$ cat src/sv/lls_pkg.sv
`timescale 1ns / 1ps

package lls_pkg;

   localparam int MAX_SERVERS_DEF = 16;

   // slot numbers are carried at a fixed width that covers up to 256 slots
   localparam int SLOT_W    = 8;
   localparam int CMD_W     = 3;
   localparam int KEY_W     = 10;
   localparam int ADDR_W    = 32;
   localparam int PORT_W    = 16;
   localparam int CLIENTS_W = 16;
   localparam int HB_W      = 4;
   localparam int STATUS_W  = 2;

   localparam logic [HB_W-1:0]      HB_MAX        = '1;
   localparam logic [HB_W-1:0]      HB_LIMIT_RST  = 4'd2;
   localparam logic [CLIENTS_W-1:0] CLIENTS_MAX   = '1;

   localparam logic [CMD_W-1:0] CMD_REGISTER   = 3'd0;
   localparam logic [CMD_W-1:0] CMD_REQUEST    = 3'd1;
   localparam logic [CMD_W-1:0] CMD_KEEPALIVE  = 3'd2;
   localparam logic [CMD_W-1:0] CMD_DISCONNECT = 3'd3;
   localparam logic [CMD_W-1:0] CMD_TICK       = 3'd4;

   localparam logic [STATUS_W-1:0] ST_OK   = 2'd0;
   localparam logic [STATUS_W-1:0] ST_NONE = 2'd1;
   localparam logic [STATUS_W-1:0] ST_FULL = 2'd2;

   typedef enum logic [2:0] {
      OP_WRITE  = 3'd0,
      OP_BUMP   = 3'd1,
      OP_REVIVE = 3'd2,
      OP_DROP   = 3'd3,
      OP_AGE    = 3'd4
   } op_type;

   // scan token handed from cell to cell
   typedef struct packed {
      logic                 valid;
      logic [KEY_W-1:0]     key;
      logic                 hit;
      logic [SLOT_W-1:0]    hit_idx;
      logic                 free;
      logic [SLOT_W-1:0]    free_idx;
      logic                 best;
      logic [SLOT_W-1:0]    best_idx;
      logic [CLIENTS_W-1:0] best_clients;
      logic [KEY_W-1:0]     best_key;
      logic [ADDR_W-1:0]    best_addr;
      logic [PORT_W-1:0]    best_port;
   } token_type;

   // update broadcast to all cells
   typedef struct packed {
      logic              en;
      op_type            op;
      logic [SLOT_W-1:0] idx;
      logic [KEY_W-1:0]  key;
      logic [ADDR_W-1:0] addr;
      logic [PORT_W-1:0] port;
   } apply_type;

endpackage

$ cat src/sv/lls_req_if.sv
`timescale 1ns / 1ps

interface lls_req_if;
   logic                          valid;
   logic                          ready;
   logic [lls_pkg::CMD_W-1:0]     command;
   logic [lls_pkg::KEY_W-1:0]     conn_id;
   logic [lls_pkg::ADDR_W-1:0]    server_addr;
   logic [lls_pkg::PORT_W-1:0]    server_port;

   modport source (output valid, command, conn_id, server_addr, server_port, input ready);
   modport sink   (input valid, command, conn_id, server_addr, server_port, output ready);
endinterface

$ cat src/sv/lls_rsp_if.sv
`timescale 1ns / 1ps

interface lls_rsp_if;
   logic                            valid;
   logic                            ready;
   logic                            ack;
   logic [lls_pkg::STATUS_W-1:0]    status;
   logic [lls_pkg::ADDR_W-1:0]      assigned_addr;
   logic [lls_pkg::PORT_W-1:0]      assigned_port;
   logic [lls_pkg::CLIENTS_W-1:0]   assigned_clients;

   modport source (output valid, ack, status, assigned_addr, assigned_port, assigned_clients,
                   input ready);
   modport sink   (input valid, ack, status, assigned_addr, assigned_port, assigned_clients,
                   output ready);
endinterface

$ cat src/sv/lls_cell.sv
`timescale 1ns / 1ps

module lls_cell #(
   parameter logic [lls_pkg::SLOT_W-1:0] SLOT_IDX = '0
) (
   input  logic                        clock,
   input  logic                        reset,
   input  lls_pkg::token_type          tok_prev,
   output lls_pkg::token_type          tok_next,
   input  lls_pkg::apply_type          apply,
   input  logic [lls_pkg::HB_W-1:0]    hb_limit
);

   logic                               valid_ff, valid_in;
   logic                               alive_ff, alive_in;
   logic [lls_pkg::KEY_W-1:0]          key_ff, key_in;
   logic [lls_pkg::ADDR_W-1:0]         addr_ff, addr_in;
   logic [lls_pkg::PORT_W-1:0]         port_ff, port_in;
   logic [lls_pkg::CLIENTS_W-1:0]      clients_ff, clients_in;
   logic [lls_pkg::HB_W-1:0]           hb_ff, hb_in;
   logic [lls_pkg::HB_W-1:0]           hb_up;
   lls_pkg::token_type                 token_ff, token_in;
   logic                               sel;

   assign tok_next = token_ff;

   always_comb begin
      token_in = tok_prev;
      if (valid_ff && key_ff == tok_prev.key && !tok_prev.hit) begin
         token_in.hit     = 1'b1;
         token_in.hit_idx = SLOT_IDX;
      end
      if (!valid_ff && !tok_prev.free) begin
         token_in.free     = 1'b1;
         token_in.free_idx = SLOT_IDX;
      end
      if (valid_ff && alive_ff &&
          (!tok_prev.best || clients_ff < tok_prev.best_clients ||
           (clients_ff == tok_prev.best_clients && key_ff < tok_prev.best_key))) begin
         token_in.best         = 1'b1;
         token_in.best_idx     = SLOT_IDX;
         token_in.best_clients = clients_ff;
         token_in.best_key     = key_ff;
         token_in.best_addr    = addr_ff;
         token_in.best_port    = port_ff;
      end
   end

   assign sel   = apply.en && apply.idx == SLOT_IDX;
   assign hb_up = (hb_ff == lls_pkg::HB_MAX) ? hb_ff : hb_ff + 1'b1;

   always_comb begin
      valid_in   = valid_ff;
      alive_in   = alive_ff;
      key_in     = key_ff;
      addr_in    = addr_ff;
      port_in    = port_ff;
      clients_in = clients_ff;
      hb_in      = hb_ff;
      if (apply.en) begin
         case (apply.op)
            lls_pkg::OP_WRITE: begin
               if (sel) begin
                  valid_in   = 1'b1;
                  alive_in   = 1'b1;
                  key_in     = apply.key;
                  addr_in    = apply.addr;
                  port_in    = apply.port;
                  clients_in = '0;
                  hb_in      = '0;
               end
            end
            lls_pkg::OP_BUMP: begin
               if (sel && clients_ff != lls_pkg::CLIENTS_MAX) begin
                  clients_in = clients_ff + 1'b1;
               end
            end
            lls_pkg::OP_REVIVE: begin
               if (sel) begin
                  hb_in    = '0;
                  alive_in = 1'b1;
               end
            end
            lls_pkg::OP_DROP: begin
               if (sel) begin
                  valid_in = 1'b0;
               end
            end
            lls_pkg::OP_AGE: begin
               if (valid_ff) begin
                  hb_in = hb_up;
                  if (hb_up > hb_limit) begin
                     alive_in = 1'b0;
                  end
               end
            end
            default: begin
            end
         endcase
      end
   end

   always_ff @(posedge clock) begin
      if (reset) begin
         valid_ff <= 1'b0;
         token_ff <= '0;
      end else begin
         valid_ff <= valid_in;
         token_ff <= token_in;
      end
   end

   always_ff @(posedge clock) begin
      alive_ff   <= alive_in;
      key_ff     <= key_in;
      addr_ff    <= addr_in;
      port_ff    <= port_in;
      clients_ff <= clients_in;
      hb_ff      <= hb_in;
   end

endmodule

$ cat src/sv/least_loaded_server_table_core.sv
`timescale 1ns / 1ps

// Server table for least-connections load balancing. Each of MAX_SERVERS cells holds
// one table entry; a command item sends a scan token down the row of cells, one cell
// per cycle, which gathers the key match, the first free slot and the least-loaded
// alive entry. The result is then broadcast back to the cells in one registered update.
// The token passes through the cell registers; the result is then held in the result
// registers while the update is applied, and the response register presents it. The
// block takes the next item once the response is presented, so items are handled one at
// a time; a response waits while the previous one is untaken. Every item yields exactly
// one response. heartbeat_limit is written through csr_wr_en / csr_wr_data and should
// only change while the block is idle.
module least_loaded_server_table_core #(
   parameter int MAX_SERVERS = lls_pkg::MAX_SERVERS_DEF
) (
   input  logic                       clock,
   input  logic                       reset,
   lls_req_if.sink                    req_ch,
   lls_rsp_if.source                  rsp_ch,
   input  logic                       csr_wr_en,
   input  logic [lls_pkg::HB_W-1:0]   csr_wr_data
);

   typedef enum logic [2:0] {
      ST_IDLE = 3'b001,
      ST_SCAN = 3'b010,
      ST_DONE = 3'b100
   } state_type;

   state_type                          state_ff, state_in;
   logic [lls_pkg::HB_W-1:0]           hb_limit_ff;
   logic [lls_pkg::CMD_W-1:0]          cmd_ff, cmd_in;
   logic [lls_pkg::ADDR_W-1:0]         addr_ff, addr_in;
   logic [lls_pkg::PORT_W-1:0]         port_ff, port_in;
   lls_pkg::apply_type                 apply_ff, apply_in;

   logic                               res_ack_ff, res_ack_in;
   logic [lls_pkg::STATUS_W-1:0]       res_status_ff, res_status_in;
   logic [lls_pkg::ADDR_W-1:0]         res_addr_ff, res_addr_in;
   logic [lls_pkg::PORT_W-1:0]         res_port_ff, res_port_in;
   logic [lls_pkg::CLIENTS_W-1:0]      res_clients_ff, res_clients_in;

   logic                               rsp_valid_ff, rsp_valid_in;
   logic                               rsp_ack_ff, rsp_ack_in;
   logic [lls_pkg::STATUS_W-1:0]       rsp_status_ff, rsp_status_in;
   logic [lls_pkg::ADDR_W-1:0]         rsp_addr_ff, rsp_addr_in;
   logic [lls_pkg::PORT_W-1:0]         rsp_port_ff, rsp_port_in;
   logic [lls_pkg::CLIENTS_W-1:0]      rsp_clients_ff, rsp_clients_in;

   lls_pkg::token_type                 tok [0:MAX_SERVERS];
   lls_pkg::token_type                 tok_head;
   lls_pkg::token_type                 tail;
   logic                               accept;

   assign req_ch.ready = (state_ff == ST_IDLE);
   assign accept       = req_ch.valid && req_ch.ready;

   always_comb begin
      tok_head       = '0;
      tok_head.valid = accept;
      tok_head.key   = req_ch.conn_id;
   end

   assign tok[0] = tok_head;

   for (genvar i = 0; i < MAX_SERVERS; i++) begin : g_cell
      lls_cell #(
         .SLOT_IDX(lls_pkg::SLOT_W'(i))
      ) u_cell (
         .clock    (clock),
         .reset    (reset),
         .tok_prev (tok[i]),
         .tok_next (tok[i+1]),
         .apply    (apply_ff),
         .hb_limit (hb_limit_ff)
      );
   end

   assign tail = tok[MAX_SERVERS];

   assign rsp_ch.valid            = rsp_valid_ff;
   assign rsp_ch.ack              = rsp_ack_ff;
   assign rsp_ch.status           = rsp_status_ff;
   assign rsp_ch.assigned_addr    = rsp_addr_ff;
   assign rsp_ch.assigned_port    = rsp_port_ff;
   assign rsp_ch.assigned_clients = rsp_clients_ff;

   always_comb begin
      state_in       = state_ff;
      cmd_in         = cmd_ff;
      addr_in        = addr_ff;
      port_in        = port_ff;
      apply_in       = apply_ff;
      apply_in.en    = 1'b0;
      res_ack_in     = res_ack_ff;
      res_status_in  = res_status_ff;
      res_addr_in    = res_addr_ff;
      res_port_in    = res_port_ff;
      res_clients_in = res_clients_ff;
      rsp_valid_in   = rsp_valid_ff && !rsp_ch.ready;
      rsp_ack_in     = rsp_ack_ff;
      rsp_status_in  = rsp_status_ff;
      rsp_addr_in    = rsp_addr_ff;
      rsp_port_in    = rsp_port_ff;
      rsp_clients_in = rsp_clients_ff;
      case (state_ff)
         ST_IDLE: begin
            if (accept) begin
               state_in = ST_SCAN;
               cmd_in   = req_ch.command;
               addr_in  = req_ch.server_addr;
               port_in  = req_ch.server_port;
            end
         end
         ST_SCAN: begin
            if (tail.valid) begin
               state_in       = ST_DONE;
               apply_in.key   = tail.key;
               apply_in.addr  = addr_ff;
               apply_in.port  = port_ff;
               apply_in.idx   = tail.hit_idx;
               apply_in.op    = lls_pkg::OP_WRITE;
               res_ack_in     = 1'b0;
               res_status_in  = lls_pkg::ST_OK;
               res_addr_in    = '0;
               res_port_in    = '0;
               res_clients_in = '0;
               case (cmd_ff)
                  lls_pkg::CMD_REGISTER: begin
                     res_ack_in = 1'b1;
                     if (tail.hit) begin
                        apply_in.en = 1'b1;
                     end else if (tail.free) begin
                        apply_in.en  = 1'b1;
                        apply_in.idx = tail.free_idx;
                     end else begin
                        res_status_in = lls_pkg::ST_FULL;
                     end
                  end
                  lls_pkg::CMD_REQUEST: begin
                     res_ack_in = 1'b1;
                     if (tail.best) begin
                        apply_in.en  = 1'b1;
                        apply_in.op  = lls_pkg::OP_BUMP;
                        apply_in.idx = tail.best_idx;
                        res_addr_in  = tail.best_addr;
                        res_port_in  = tail.best_port;
                        res_clients_in = (tail.best_clients == lls_pkg::CLIENTS_MAX) ?
                                         tail.best_clients : tail.best_clients + 1'b1;
                     end else begin
                        res_status_in = lls_pkg::ST_NONE;
                     end
                  end
                  lls_pkg::CMD_KEEPALIVE: begin
                     res_ack_in  = 1'b1;
                     apply_in.en = tail.hit;
                     apply_in.op = lls_pkg::OP_REVIVE;
                  end
                  lls_pkg::CMD_DISCONNECT: begin
                     apply_in.en = tail.hit;
                     apply_in.op = lls_pkg::OP_DROP;
                  end
                  lls_pkg::CMD_TICK: begin
                     apply_in.en = 1'b1;
                     apply_in.op = lls_pkg::OP_AGE;
                  end
                  default: begin
                  end
               endcase
            end
         end
         ST_DONE: begin
            if (!rsp_valid_ff || rsp_ch.ready) begin
               state_in       = ST_IDLE;
               rsp_valid_in   = 1'b1;
               rsp_ack_in     = res_ack_ff;
               rsp_status_in  = res_status_ff;
               rsp_addr_in    = res_addr_ff;
               rsp_port_in    = res_port_ff;
               rsp_clients_in = res_clients_ff;
            end
         end
         default: begin
            state_in = ST_IDLE;
         end
      endcase
   end

   always_ff @(posedge clock) begin
      if (reset) begin
         state_ff     <= ST_IDLE;
         hb_limit_ff  <= lls_pkg::HB_LIMIT_RST;
         apply_ff     <= '0;
         rsp_valid_ff <= 1'b0;
      end else begin
         state_ff     <= state_in;
         apply_ff     <= apply_in;
         rsp_valid_ff <= rsp_valid_in;
         if (csr_wr_en) begin
            hb_limit_ff <= csr_wr_data;
         end
      end
   end

   always_ff @(posedge clock) begin
      cmd_ff         <= cmd_in;
      addr_ff        <= addr_in;
      port_ff        <= port_in;
      res_ack_ff     <= res_ack_in;
      res_status_ff  <= res_status_in;
      res_addr_ff    <= res_addr_in;
      res_port_ff    <= res_port_in;
      res_clients_ff <= res_clients_in;
      rsp_ack_ff     <= rsp_ack_in;
      rsp_status_ff  <= rsp_status_in;
      rsp_addr_ff    <= rsp_addr_in;
      rsp_port_ff    <= rsp_port_in;
      rsp_clients_ff <= rsp_clients_in;
   end

endmodule
$ cat src/flat_wrapper.sv
// flat-port wrapper written by rule: the top's interface ports become plain ports
module least_loaded_server_table_core_flat 
#(
   parameter int MAX_SERVERS = lls_pkg::MAX_SERVERS_DEF
)
  (clock, reset, csr_wr_en, csr_wr_data, req_ch_valid, req_ch_command, req_ch_conn_id, req_ch_server_addr, req_ch_server_port, req_ch_ready, rsp_ch_valid, rsp_ch_ack, rsp_ch_status, rsp_ch_assigned_addr, rsp_ch_assigned_port, rsp_ch_assigned_clients, rsp_ch_ready);
  lls_req_if req_ch_i ();
  lls_rsp_if rsp_ch_i ();
  input  logic clock;
  input  logic reset;
  input  logic csr_wr_en;
  input  logic [lls_pkg::HB_W-1:0] csr_wr_data;
  input wire logic [$bits(req_ch_i.valid)-1:0] req_ch_valid;
  input wire logic [$bits(req_ch_i.command)-1:0] req_ch_command;
  input wire logic [$bits(req_ch_i.conn_id)-1:0] req_ch_conn_id;
  input wire logic [$bits(req_ch_i.server_addr)-1:0] req_ch_server_addr;
  input wire logic [$bits(req_ch_i.server_port)-1:0] req_ch_server_port;
  output wire logic [$bits(req_ch_i.ready)-1:0] req_ch_ready;
  output wire logic [$bits(rsp_ch_i.valid)-1:0] rsp_ch_valid;
  output wire logic [$bits(rsp_ch_i.ack)-1:0] rsp_ch_ack;
  output wire logic [$bits(rsp_ch_i.status)-1:0] rsp_ch_status;
  output wire logic [$bits(rsp_ch_i.assigned_addr)-1:0] rsp_ch_assigned_addr;
  output wire logic [$bits(rsp_ch_i.assigned_port)-1:0] rsp_ch_assigned_port;
  output wire logic [$bits(rsp_ch_i.assigned_clients)-1:0] rsp_ch_assigned_clients;
  input wire logic [$bits(rsp_ch_i.ready)-1:0] rsp_ch_ready;
  assign req_ch_i.valid = req_ch_valid;
  assign req_ch_i.command = req_ch_command;
  assign req_ch_i.conn_id = req_ch_conn_id;
  assign req_ch_i.server_addr = req_ch_server_addr;
  assign req_ch_i.server_port = req_ch_server_port;
  assign req_ch_ready = req_ch_i.ready;
  assign rsp_ch_valid = rsp_ch_i.valid;
  assign rsp_ch_ack = rsp_ch_i.ack;
  assign rsp_ch_status = rsp_ch_i.status;
  assign rsp_ch_assigned_addr = rsp_ch_i.assigned_addr;
  assign rsp_ch_assigned_port = rsp_ch_i.assigned_port;
  assign rsp_ch_assigned_clients = rsp_ch_i.assigned_clients;
  assign rsp_ch_i.ready = rsp_ch_ready;
  least_loaded_server_table_core #(.MAX_SERVERS(MAX_SERVERS)) u_core (.clock(clock), .reset(reset), .req_ch(req_ch_i), .rsp_ch(rsp_ch_i), .csr_wr_en(csr_wr_en), .csr_wr_data(csr_wr_data));
endmodule
$ cat config.mk
export PLATFORM = sky130hd
export DESIGN_NAME = least_loaded_server_table_core_flat
export DESIGN_NICKNAME = d
export VERILOG_FILES = /design/src/sv/lls_pkg.sv /design/src/sv/lls_req_if.sv /design/src/sv/lls_rsp_if.sv /design/src/sv/lls_cell.sv /design/src/sv/least_loaded_server_table_core.sv /design/src/flat_wrapper.sv
export SDC_FILE = /design/constraint.sdc
export NUM_CORES = 2
export LEC_CHECK = 0
export BUFFER_PORTS_ARGS = -buffer_cell sky130_fd_sc_hd__buf_4
export CORE_ASPECT_RATIO = 0.5
export CORE_UTILIZATION = 25
export DETAILED_ROUTE_END_ITERATION = 10
export GPL_ROUTABILITY_DRIVEN = 1
export SYNTH_ARGS = -nofsm -noshare
export SYNTH_HDL_FRONTEND = slang
export SYNTH_SLANG_ARGS = --single-unit
export TNS_END_PERCENT = 100
$ cat constraint.sdc
create_clock -name clock -period 7.12 [get_ports clock]
set_input_delay 1.068 -clock clock [delete_from_list [all_inputs] [get_ports clock]]
set_output_delay 1.068 -clock clock [all_outputs]
set_load 0.03 [all_outputs]
# Word level (Yosys, flattened, before mapping)
# Index checks and enable logic that the tools add are counted.
# Widths: inputs -> output; s select.
# totals
ff_bits	3325
in_bits	70
out_inout_bits	69
word_cells	1277
# op_classes
add_sub_neg	33
order_cmp	46
eq_ne	189
muxes	276
bitwise_logic	3
reduce_logical	360
# ops
operator	count
$mux 83	16
$mux 16	33
$pmux 16 s2	16
$mux 9	32
$add 16x1->16 const B	17
$ne 16x16->1 const B	16
$eq 16x16->1	15
$lt 16x16->1	15
$mux 4	48
$reduce_and 4->1	48
$ne 2x2->1 const B	82
$eq 10x10->1	16
$lt 10x10->1	15
$pmux 4 s2	16
$logic_and 1x1->1	126
$reduce_or 2->1	48
$reduce_and 5->1	16
$mux 1	70
$add 4x1->4 const B	16
$eq 4x4->1 const B	16
$eq 8x4->1 const B	8
$gt 4x4->1	16
$pmux 1 s2	32
$logic_not 1->1	62
other kinds (25)	112

# Depth between registers and ports, before layout
# depth
word_depth	6
mapped_depth	12
ltp_nobuf	11

# Modules after synthesis
# A second synthesis with hierarchy kept.
# unflattened
cells_unflattened	11950
area_unflattened_um2	140657.4
# by_module_without_submodules
mod	instances	cells_each	area_each_um2	seq_area_each_um2
lls_cell at u_core.g_cell[10].u_cell ...	3	705	8247.9	4634.4
lls_cell at u_core.g_cell[1].u_cell ...	2	701	8224.1	4634.4
lls_cell at u_core.g_cell[11].u_cell ...	2	708	8167.8	4634.4
least_loaded_server_table_core	1	690	9330.2	7116.8
lls_cell at u_core.g_cell[12].u_cell	1	705	8244.2	4634.4
lls_cell at u_core.g_cell[0].u_cell	1	698	8237.9	4634.4
lls_cell at u_core.g_cell[4].u_cell	1	702	8227.9	4634.4
lls_cell at u_core.g_cell[9].u_cell	1	699	8216.6	4634.4
lls_cell at u_core.g_cell[8].u_cell	1	695	8207.9	4634.4
lls_cell at u_core.g_cell[15].u_cell	1	711	8196.6	4634.4
lls_cell at u_core.g_cell[7].u_cell	1	706	8160.3	4634.4
lls_cell at u_core.g_cell[13].u_cell	1	707	8155.3	4634.4
lls_cell at u_core.g_cell[3].u_cell	1	704	8152.8	4634.4

# Worst setup path after synthesis
# No wires, ideal clock.
# synth_path
kind	in2reg
start	input req_ch_valid
end	register u_core.addr_ff[0] in the netlist's numbering, enable pin
setup_ns	0.590
arrival_ns	6.026
required_time_ns	6.530
slack_ns	0.504
path_stages	1
path_buffers	0
cell_sequence	nor4bb_1
# synth_via
elab_chain_len	2
# synth_lines
item	line_no	rtl
from (decl)	flat_wrapper.sv:13	input wire logic [$bits(req_ch_i.valid)-1:0] req_ch_valid;
$logic_and 1x1->1	least_loaded_server_table_core.sv:56	assign accept = req_ch.valid && req_ch.ready;
$reduce_and 2->1 (no source line)	--	
to (signal assigned)	least_loaded_server_table_core.sv:207	addr_ff <= addr_in;
to (decl)	least_loaded_server_table_core.sv:33	logic [lls_pkg::ADDR_W-1:0] addr_ff, addr_in;
# Every way passes these cells.
# A chain may end at the register's enable or synchronous reset.

# Final worst setup path
# layout_path
start	register u_core.g_cell[11].u_cell.clients_ff[11] in the netlist's numbering
end	register u_core.g_cell[11].u_cell.token_ff (netlist bit u_core.g_cell[11].u_cell.tok_next[9])
# layout_via
elab_chain_len	5
elab_cells_between_ends	7
classes_between	order compare (1); eq/ne (1); mux (1); reduce/logical (4)
# layout_lines
item	line_no	rtl
from (decl)	lls_cell.sv:19	logic [lls_pkg::CLIENTS_W-1:0] clients_ff, clients_in;
from (signal assigned)	lls_cell.sv:118	clients_ff <= clients_in;
$lt 16x16->1 / $eq 16x16->1 (equally long branches)	lls_cell.sv:38, lls_cell.sv:39	
$logic_or 1x1->1 / $logic_and 1x1->1 (equally long branches)	lls_cell.sv:38, lls_cell.sv:39	
$logic_or 1x1->1 *	lls_cell.sv:38	(!tok_prev.best || clients_ff < tok_prev.best_clients ||
$logic_and 1x1->1 *	lls_cell.sv:37	if (valid_ff && alive_ff &&
$mux 83 *	lls_cell.sv:37	
to (signal assigned)	lls_cell.sv:109	token_ff <= token_in;
to (decl)	lls_cell.sv:22	lls_pkg::token_type token_ff, token_in;
# Every way passes the cells marked *; elsewhere a longest branch is shown, timed or not.

==> results_dict.tcl <==
set metrics [dict create \
    status "completed" \
    synth_seq_cells 3084 \
    synth.area.top_cells "edfxtp_1 37%, dfxtp_1 27%, mux2i_1 9.3%" \
    period_share 0.555 \
    synth_top_area_frac 0.365 \
    clock-sinks 3084 \
    finClkSkew_ns 0.0965 \
    dieWidth_um 978 \
    rrSetupSlack_ns 3.17 \
    grt_pass1_wl_um 421000 \
    report.final.slew_viol_count 0 \
    yosys.area.top_type "edfxtp_1" \
    drt_iter0_drc 4270 \
    root_buffer "clkbuf_16" \
    cts_tree "built" \
    peakVddDrop_mv 0.182 \
    power_leakage_nw 55.2 \
    overflow 0 \
    ys_types 64 \
    critPathMaxStageDelay_ns 1.03 \
    multi_input_area_um2 39500 \
    num-nets-final 10600 \
    fin_crit_ns 3.95 \
    holdPathStages 1 \
    tightest_slew_ns 1.27 \
    grt_pass1_vias 71800 \
    post_drt_wl_per_cell_um 16.4 \
    async_reset_ff_frac 0 \
    cts_made_buffers 319 \
    fillCellCount 47800 \
    crit_chain "ha_1, nand4_1, or4_4, o221a_1, a211oi_4, buf_12, mux2i_1, nor2_1" \
    htreeDepth 5 \
    grt_max_degree 188 \
    synth_edf_count 1449 \
    worstSetupEndpointType "register" \
    holdCritPathClass "in2reg" \
    vias 71200 \
    crit_fanout 62 \
    critical_path_class "reg2reg" \
    setup_tns_ns 0 \
    cts_setup_buffers 0 \
    synthCells 9896 \
    ys.flop_type "dfxtp_1" \
    finish.instance_area_um2 138000 \
    clock.fmax_ghz 0.253 \
    core_area_um2 472000 \
    place.gp.congestion 0.814 \
    slew_headroom 0.153 \
    p_per_area_nw_per_um2 257 \
    dieArea_um2 479000 \
    rows 178 \
    synth_commonest_cells "1635 x dfxtp_1, 1477 x nor2_1, 1449 x edfxtp_1" \
    yosysMostFrequentCell "dfxtp_1" \
    layout-drive-gt1-share 0.0769 \
    io_buffer_count 138 \
    ctsResizeCount 0 \
    syn_avg_cell_area_um2 12.0 \
    arrival_ns 4.62 \
    synth_fp_nets 10400 \
    cp-start-kind "register" \
    die_h_um 490 \
    cts.clk_slew.worst_paths_ns 0.06 \
    insertion_delay_ns 0.90 \
    wirelength_um 272000 \
    cts_buffer_depth 4 \
    initial_core_util 0.252 \
    grtUsageTotal 0.110 \
    hold_buffers 0 \
    io_pins 139 \
    antenna_found_initial 6 \
    place_area_um2 127000 \
    drc_errors 0 \
    ys_seq_area_frac 0.640 \
    synth_warnings 0 \
    worstPathRequired_ns 7.79 \
    postRouteAntennaNets 0 \
    hold_violations 0 \
    drv_cap 0 \
    grt_setup_unrepaired "no" \
    firstDrtPassIters 6 \
    area_growth_pct 15.8 \
    finalSetupViolCount 0 \
    ff_latch_area_um2 76200 \
    synth_area_um2 119000 \
    hpwl_um 176000 \
    vias_per_cell 4.29 \
    cpMaxStageDelayCell "a211oi_4" \
    rr_worst_depth 8 \
]
per-layer routing:
metal,GRT usage,wire length [µm],vias to the layer above
li1,-,-,34300
met5,0,0,-
met2,0.192,132000,1081
met1,0.144,124000,35400
met3,0.0127,9420,389
met4,0.0286,6400,0
placed cells by master, fill, tap and decap left out, drive strengths merged, types with 48 or more instances in the layout:
cell type,netlist,final
and3,48,48
inv,487,498
xnor2,238,238
o21ai,122,122
a21oi,331,331
nor2,1477,1477
nand4,145,145
edfxtp,1449,1449
ha,472,472
dfxtp,1635,1635
mux2i,1110,1110
xor2,145,145
nor2b,254,254
clkinv,0,85
nand2,782,782
and2,171,171
buf,124,242
clkbuf,289,451
nor3,77,77
nand3,163,163
state kept, by name (all words and copies together), names as in the netlist, 64 cells and up:
signal and flops:
u_core.g_cell.u_cell.port_ff 256, u_core.g_cell.u_cell.key_ff 160, u_core.apply_ff 66, u_core.g_cell.u_cell.addr_ff 512, u_core.g_cell.u_cell.hb_ff 64, u_core.g_cell.u_cell.clients_ff 256, u_core.g_cell.u_cell.tok_next 1545
stage by stage:
step,total power [mW],util,hold WS (ns),std cells,worst slack [ns]
3_5_place_dp,19.2,0.270,0.402,16000,3.09
3_3_place_gp,19.2,0.270,0.396,16000,3.18
2_1_floorplan,19.1,-,0.391,9896,0.504
4_1_cts,35.8,0.292,0.295,16600,3.19
5_1_grt,36.5,0.292,0.306,16600,3.00
6_report,35.4,0.292,0.366,16600,3.17
critical path: cells and delay by family, from the launching register on:
| kind | cells | cell delay (ns) |
|---|---|---|
| buffers and inverters | 1 | 0.50 |
| AOI/OAI and AO/OA | 2 | 1.33 |
| DFF | 1 | 0.50 |
| adders and majority gates | 1 | 0.37 |
| muxes | 1 | 0.26 |
| and+or+nand+nor | 3 | 0.72 |
layout make-up:
cell class                      instances  area share
Sequential cell                      3084       0.553
Multi-Input combinational cell       5912       0.286
Clock buffer                          451      0.0659
Tap cell                             6300      0.0571
Timing Repair Buffer                  242      0.0147
Inverter                              487      0.0133
Clock inverter                        128      0.0102
Antenna cell                            5   0.0000907
worst paths after layout:
check,startpoint,endpoint
worst max-delay path,u_core.g_cell[11].u_cell.clients_ff[11],u_core.g_cell[11].u_cell.tok_next[9]
worst min-delay path,req_ch_server_addr[2],u_core.addr_ff[2]
worst max register to register,u_core.g_cell[11].u_cell.clients_ff[11],u_core.g_cell[11].u_cell.tok_next[9]
worst min register to register,u_core.g_cell[6].u_cell.tok_next[29],u_core.g_cell[7].u_cell.tok_next[29]
cells by family after synthesis:
kind of cell,share of synthesized area
AO/OA/AOI/OAI,0.0332
buffers and inverters,0.0312
XOR/XNOR,0.0282
adder cells (fa/ha/maj),0.0496
flip-flops,0.640
AND/OR/NAND/NOR,0.123
multiplexers,0.0948
power breakdown:
part | leakage, nW | switching (mW) | total, mW | internal, mW
clock | 5.14 | 6.85 | 16.6 | 9.75
sequential | 26.2 | 0.0250 | 18.5 | 18.4
combinational | 23.9 | 0.253 | 0.347 | 0.0941
total | 55.2 | 7.13 | 35.4 | 28.3
(Power assumes the default switching activity.)
